[src/arpc_pkg.sv]
package arpc_pkg;

	localparam int ENTRIES = 64;
	localparam int IDX_W   = $clog2(ENTRIES);
	localparam int CNT_W   = $clog2(ENTRIES + 1);

	localparam logic [1:0] ACT_LOOKUP = 2'd0;
	localparam logic [1:0] ACT_UPSERT = 2'd1;
	localparam logic [1:0] ACT_PRUNE  = 2'd2;

	localparam logic CFG_TTL = 1'b0;
	localparam logic CFG_MAX = 1'b1;

	localparam logic [31:0]      TTL_RST = 32'd60000;
	localparam logic [CNT_W-1:0] MAX_RST = CNT_W'(ENTRIES);

	// rank adjust applied by the update sweep
	typedef enum logic [1:0] {
		MODE_INC_LT  = 2'd0,
		MODE_INC_ALL = 2'd1,
		MODE_DEC_GT  = 2'd2
	} mode_t;

	typedef struct packed {
		logic [31:0]      ip;
		logic [47:0]      mac;
		logic [31:0]      seen;
		logic [IDX_W-1:0] rank;
	} row_t;

	localparam int ROW_W = $bits(row_t);

	typedef struct packed {
		logic             load;
		logic             find_clr;
		logic             rd_en;
		logic             rd_upd;
		logic [IDX_W-1:0] rd_addr;
		logic             decide;
		logic             wr_tgt;
		logic             out_load;
	} cmd_t;

	typedef struct packed {
		logic plan_refind;
		logic plan_upd;
		logic plan_wr;
	} sts_t;

endpackage

[src/arpc_ctrl.sv]
module arpc_ctrl (
	input  logic            clk,
	input  logic            arst_n,
	input  logic            in_valid,
	output logic            in_ready,
	output logic            out_valid,
	input  logic            out_ready,
	input  arpc_pkg::sts_t  sts,
	output arpc_pkg::cmd_t  cmd
);

	typedef enum logic [5:0] {
		ST_IDLE   = 6'b000001,
		ST_FIND   = 6'b000010,
		ST_DECIDE = 6'b000100,
		ST_UPD    = 6'b001000,
		ST_WRITE  = 6'b010000,
		ST_RESULT = 6'b100000
	} state_t;

	state_t state_q, state_d;
	logic [arpc_pkg::CNT_W-1:0] cnt_q, cnt_d;
	logic out_valid_q, out_valid_d;
	logic wr_pend_q, wr_pend_d;
	logic sweep_end;

	assign sweep_end = (cnt_q == arpc_pkg::CNT_W'(arpc_pkg::ENTRIES));
	assign in_ready  = (state_q == ST_IDLE);
	assign out_valid = out_valid_q;

	always_comb begin
		state_d      = state_q;
		cnt_d        = cnt_q;
		out_valid_d  = out_valid_q;
		wr_pend_d    = wr_pend_q;
		cmd          = '0;
		cmd.rd_addr  = cnt_q[arpc_pkg::IDX_W-1:0];
		if (out_valid_q && out_ready) begin
			out_valid_d = 1'b0;
		end
		unique case (state_q)
			ST_IDLE: begin
				if (in_valid) begin
					cmd.load = 1'b1;
					cnt_d    = '0;
					state_d  = ST_FIND;
				end
			end
			ST_FIND: begin
				cmd.find_clr = (cnt_q == '0);
				cmd.rd_en    = !sweep_end;
				if (sweep_end) begin
					cnt_d   = '0;
					state_d = ST_DECIDE;
				end else begin
					cnt_d = cnt_q + 1'b1;
				end
			end
			ST_DECIDE: begin
				cmd.decide = 1'b1;
				// hold the write plan; the decide inputs move once it commits
				wr_pend_d  = sts.plan_wr;
				if (sts.plan_refind) begin
					state_d = ST_FIND;
				end else if (sts.plan_upd) begin
					state_d = ST_UPD;
				end else if (sts.plan_wr) begin
					state_d = ST_WRITE;
				end else begin
					state_d = ST_RESULT;
				end
			end
			ST_UPD: begin
				cmd.rd_en  = !sweep_end;
				cmd.rd_upd = 1'b1;
				if (sweep_end) begin
					cnt_d   = '0;
					state_d = wr_pend_q ? ST_WRITE : ST_RESULT;
				end else begin
					cnt_d = cnt_q + 1'b1;
				end
			end
			ST_WRITE: begin
				cmd.wr_tgt = 1'b1;
				state_d    = ST_RESULT;
			end
			ST_RESULT: begin
				// hold while the previous word is still unclaimed
				if (!out_valid_q || out_ready) begin
					cmd.out_load = 1'b1;
					out_valid_d  = 1'b1;
					state_d      = ST_IDLE;
				end
			end
			default: state_d = ST_IDLE;
		endcase
	end

	always_ff @(posedge clk or negedge arst_n) begin
		if (!arst_n) begin
			state_q     <= ST_IDLE;
			cnt_q       <= '0;
			out_valid_q <= 1'b0;
			wr_pend_q   <= 1'b0;
		end else begin
			state_q     <= state_d;
			cnt_q       <= cnt_d;
			out_valid_q <= out_valid_d;
			wr_pend_q   <= wr_pend_d;
		end
	end

endmodule

[config.mk]
export PLATFORM = sky130hd
export DESIGN_NAME = arpc_ctrl
export DESIGN_NICKNAME = d
export VERILOG_FILES = /design/src/arpc_pkg.sv /design/src/arpc_ctrl.sv
export SDC_FILE = /design/constraint.sdc
export NUM_CORES = 1
export LEC_CHECK = 0
export BUFFER_PORTS_ARGS = -buffer_cell sky130_fd_sc_hd__buf_4
export CAP_MARGIN = 25
export CORE_ASPECT_RATIO = 1.25
export CORE_MARGIN = 3
export CORE_UTILIZATION = 47
export CTS_CLUSTER_SIZE = 25
export DETAILED_ROUTE_END_ITERATION = 6
export PLACE_DENSITY_LB_ADDON = 0.3
export RECOVER_POWER = 50
export SYNTH_ARGS = -nofsm -noshare
export SYNTH_HDL_FRONTEND = slang
export SYNTH_SLANG_ARGS = --single-unit
[constraint.sdc]
create_clock -name clk -period 2.14 [get_ports clk]
set_clock_uncertainty 0.05 [all_clocks]
set_input_delay 0.321 -clock clk [delete_from_list [all_inputs] [get_ports clk]]
set_output_delay 0.321 -clock clk [all_outputs]
set_load 0.01 [all_outputs]
; After elaboration in Yosys (flattened, before gate mapping)
; Index checks and enable logic that the tools add are counted.
[classes]
add_sub_neg = 1
eq_ne = 11
mux = 24
reduce_logical = 9
[op_table]
columns = cell, n
row1 = 2-to-1 mux 6 bit, 8
row2 = one-hot mux 6 bit (6 select lines), 1
row3 = 2-to-1 mux 7 bit, 2
row4 = one-hot mux 7 bit (2 select lines), 1
row5 = 2-to-1 mux 1 bit, 12
row6 = "!= test 2 bit, second input constant", 4
row7 = "adder 7 x 1 -> 7 bit, second input constant", 1
row8 = "== test 7 bit, second input constant", 1
row9 = zero test 7 bit, 1
row10 = "== test 6 x 1 -> 1 bit, second input constant", 1
row11 = "== test 6 x 2 -> 1 bit, second input constant", 1
row12 = "== test 6 x 3 -> 1 bit, second input constant", 1
row13 = "== test 6 x 4 -> 1 bit, second input constant", 1
row14 = "== test 6 x 5 -> 1 bit, second input constant", 1
row15 = "== test 6 bit, second input constant", 1
row16 = AND reduction 4 bit, 1
row17 = zero test 1 bit, 2
row18 = AND reduction 2 bit, 1
row19 = nonzero test 2 bit, 1
row20 = OR reduction 2 bit, 1
row21 = logical AND 1 bit, 1
row22 = logical OR 1 bit, 1
[totals]
ff_bits = 15
in_bits = 7
out_inout_bits = 15
wordCells = 49

; Logic depth before layout (Yosys ltp)
[logic_depth]
depth_word = 4
depth_mapped = 7

; Worst setup path after synthesis
; OpenSTA, ideal clock, no wires.
[synth_path]
path_type = reg2reg
startpoint = register cnt_q[0] (netlist bit)
endpoint = register state_q[0]
setup_ns = 0.070
arrival_ns = 2.074
slack_ns = -0.054
path_stages_with_launch = 8
period_less_slack_ns = 2.194
path_cell_list = dfrtp_1 -> inv_1 -> ha_1 -> or4b_1 -> or3b_1 -> buf_6 -> a211o_4 -> o21bai_2
[synth_via]
elab_chain_cells = 3
word_cells_on_any_way = 4
classes_between = eq/ne: 3 / reduce/logical: 1
[synth_lines]
columns = element, line
row1 = "start, declared", arpc_ctrl.sv:22  ; logic [arpc_pkg::CNT_W-1:0] cnt_q, cnt_d;
row2 = "start signal, assigned", arpc_ctrl.sv:107  ; cnt_q <= cnt_d;
row3 = == test 7 bit (*), arpc_ctrl.sv:27  ; assign sweep_end = (cnt_q == arpc_pkg::CNT_W'(arpc_pkg::ENTRIES));
row4 = != test 2 bit (no source line), --
row5 = AND reduction 4 bit (no source line) (*), --
row6 = "end signal, assigned", arpc_ctrl.sv:106  ; state_q <= state_d;
row7 = "end, declared", arpc_ctrl.sv:21  ; state_t state_q, state_d;
; Mark *: on every way between the ends. The rest lies on a longest branch, timed or not.
; A chain may end at the register's enable or synchronous reset.

==> reports/results.txt <==
Status = finished with violations
Failing checks = negative setup slack
DP Worst Slack = -31.9 ps
Min Tclk post-route = 2390 ps
Total CTS buffers = 3
Seq pwr share = 27.4%
Pleak = 0.643 nW
NumNets Final = 150
#FFs+latches synth = 15
Syn avg cell area = 9.44 sq um
RSZ-0062 raised after global routing = true
Tot Pwr = 1.80 mW
Fin. Hold Viols = 0
Slew @ Worst Pin = 813 ps
R2r setup slk = -190 ps
DRT Pass-1 Iters = 4
Antenna violations before repair = 0
Overall Global Routing Usage = 22.8%
DR WL met2 = 1560 um
Detailed Place HPWL = 1900 um
Synthesis Warnings = 0
Post-synth top flop = dfrtp_1
EDFF count, synth = 0
Area leader, netlist = dfrtp_1
Top layer in use = met4
Largest vdd supply drop = 0.793 mV
Vias per cell = 6.18
Crit start category = flip-flop
Buf/Inv on CP = 2
Ys async rst share = 100%
Clock power share = 8.9%
Clock Latency Late Sink = 280 ps
Ranking of synthesized cells by area = dfrtp_1 (36%), buf_4 (4.6%), a31oi_1 (4.5%)
CP delay by family, top = simple AND/OR/NAND/NOR gates
Chip Height = 57.1 um
Critical Path AT = 2020 ps
Cell row count = 17
Mapped Area = 982 sq um
PD cells = 1280 nW/um^2
WL/cell = 18.2 um
Max clock buf depth = 2
Worst r2r src = cnt_q[0]$_DFFE_PN0P_
PortBufs = 21
Diodes inserted = 0
Vias in the first global route = 974
Clk slew on worst S/H paths = 80 ps
Root cell of the clock tree = clkbuf_4
Fraction of the yosys area taken by sequential cells = 38.3%
Critical-path top delay cell = or4b_4
Post-synthesis to final-layout area growth = 42.8%
Comb pwr share = 63.6%
TritonCTS clock tree = yes
Sw Share = 42.1%
Net Count, Synth = 113
Core area = 1870 sq um
I/O pin cnt = 22
Max Slew Vio Count = 0
Overflow after GRT = 0
Worst path max stage delay = 470 ps
Int Pwr = 1.04 mW
Final setup viols = 14
Final hold slack = 225 ps
Max-cap viol count = 0
DRC violations left = 0
Crit end category = primary output
Crit-path cells = inv_2, ha_1, or4b_4, or3b_4, and2_4, buf_6
Worst Hold Path EP = state_q[3]$_DFFE_PN0P_
Die area = 2680 sq um
Final setup margin = -251 ps
Synth top area share = 35.7%
Routed met3 length = 103 um
Worst setup path class = flip-flop to primary output
Synth cell types = 42
Cells after Synth = 104
Slew margin rel. = 45.8%
Psw = 0.756 mW
Fin crit share = 112%
Fin util = 74.9%
Final wirelength = 2890 um
Iter 0 DRT Violations = 24
Cell depth of the worst flop-to-flop path = 8
Crit-path max FO = 2
Initial Utilization = 52.5%
First-pass GRT wire length = 4490 um
Routed Antenna Nets = 0
Worst EP required = 1770 ps
Hold path depth = 2
Fmax = 418 MHz
Largest net degree at the start of global routing = 16
Met1 wire length = 1120 um
Worst R2R End = state_q[1]$_DFFE_PN0P_
Sink Count = 15
Share of layout cells above drive strength 1 = 50.7%
Via count = 983
Maximum level of the CTS H-tree = 1
HP Class = input port to flip-flop
Routability cong. = 0.881
Die Wd = 46.9 um
Hold Crit Start = sts[1]
stage by stage:
step                      cells  area [sq um]  TNS, ps
after floorplan             104           982    -11.6
after global placement      146          1200        0
after detailed placement    146          1200    -36.4
after CTS                   157          1320     -328
after global routing        159          1400    -2540
final                       159          1400    -1480
worst max path at each step:
stage	startpoint	to	slack, ps	depth (start not counted)
final	cnt_q[0]$_DFFE_PN0P_	cmd[10]	-250	6
after global routing	cnt_q[0]$_DFFE_PN0P_	cmd[10]	-310	6
after CTS	cnt_q[0]$_DFFE_PN0P_	cmd[10]	-230	6
after detailed placement	cnt_q[0]$_DFFE_PN0P_	cmd[10]	-30	6
after global placement	cnt_q[0]$_DFFE_PN0P_	cmd[10]	6	6
after floorplan	cnt_q[0]$_DFFE_PN0P_	state_q[0]$_DFFE_PN1P_	-6	7
final cells by class:
class | instances | area (sq um)
Sequential cell | 15 | 379
Fill cell | 134 | 469
Timing Repair Buffer | 44 | 344
Inverter | 3 | 11.3
Clock buffer | 4 | 26.3
Multi-Input combinational cell | 74 | 618
Tap cell | 19 | 23.8
cell usage after synthesis (2+ instances only):
cell,number
a31oi_1,7
nand3_1,7
nand3b_1,4
buf_4,6
o21ai_0,2
inv_1,3
or4_1,2
a41oi_1,2
clkbuf_2,2
dfrtp_1,14
nor2_1,8
ha_1,2
a22o_1,2
and2_1,2
a21oi_1,4
clkbuf_1,3
nand2_1,2
and3_1,3
nor3b_1,2
nand2b_1,3
nor4b_1,3
placed cells by master (no fill, tap or decap), drive strengths merged, types with 3 or more instances in the layout:
master	Yosys	final
nand3b	4	4
clkbuf	5	5
and3	3	3
nor4b	3	3
inv	3	3
nand2b	3	3
a31oi	7	7
buf	7	42
nor2	8	8
a21oi	4	4
o21ai	3	3
nand3	7	7
dfrtp	14	14
kinds of logic after synthesis:
family                   after synthesis  share of synthesized area [%]
multiplexers                           1                           1.15
adder cells (fa/ha/maj)                2                           2.55
flip-flops                            15                           38.3
buffers and inverters                 15                           9.04
AND/OR/NAND/NOR                       44                           27.5
AO/OA/AOI/OAI                         25                           19.6
XOR/XNOR                               2                           1.78
flip-flops by register name, indices dropped and copies added, names as in the netlist:
signal	flops
wr_pend_q	1
cnt_q	7
state_q	6
out_valid	1
routing by layer:
metal  up-vias  track usage (%)
met3        12             2.21
met1       477             27.0
met2        32             39.2
li1        462                -
met4         0             10.7
met5         -                0
repair_timing:
| item | CTS | global route |
|---|---|---|
| hold buffers | 1 | 0 |
| buffers inserted | 6 | 2 |
| hold endpoints to repair | 14 | 0 |
| pin swaps | 7 | 9 |
| setup endpoints to repair | 5 | 18 |
| resized for setup | 8 | 15 |
power by group through the flow:
stage	Clock [mW]	Sequential (mW)	Combinational [mW]
global route	0.174	0.504	1.23
floorplan	0	0.446	0.586
global placement	0	0.464	0.849
finish	0.161	0.493	1.14
CTS	0.168	0.473	1.01
detailed placement	0	0.471	0.871
Note: power is estimated with default switching activity, not from simulation.
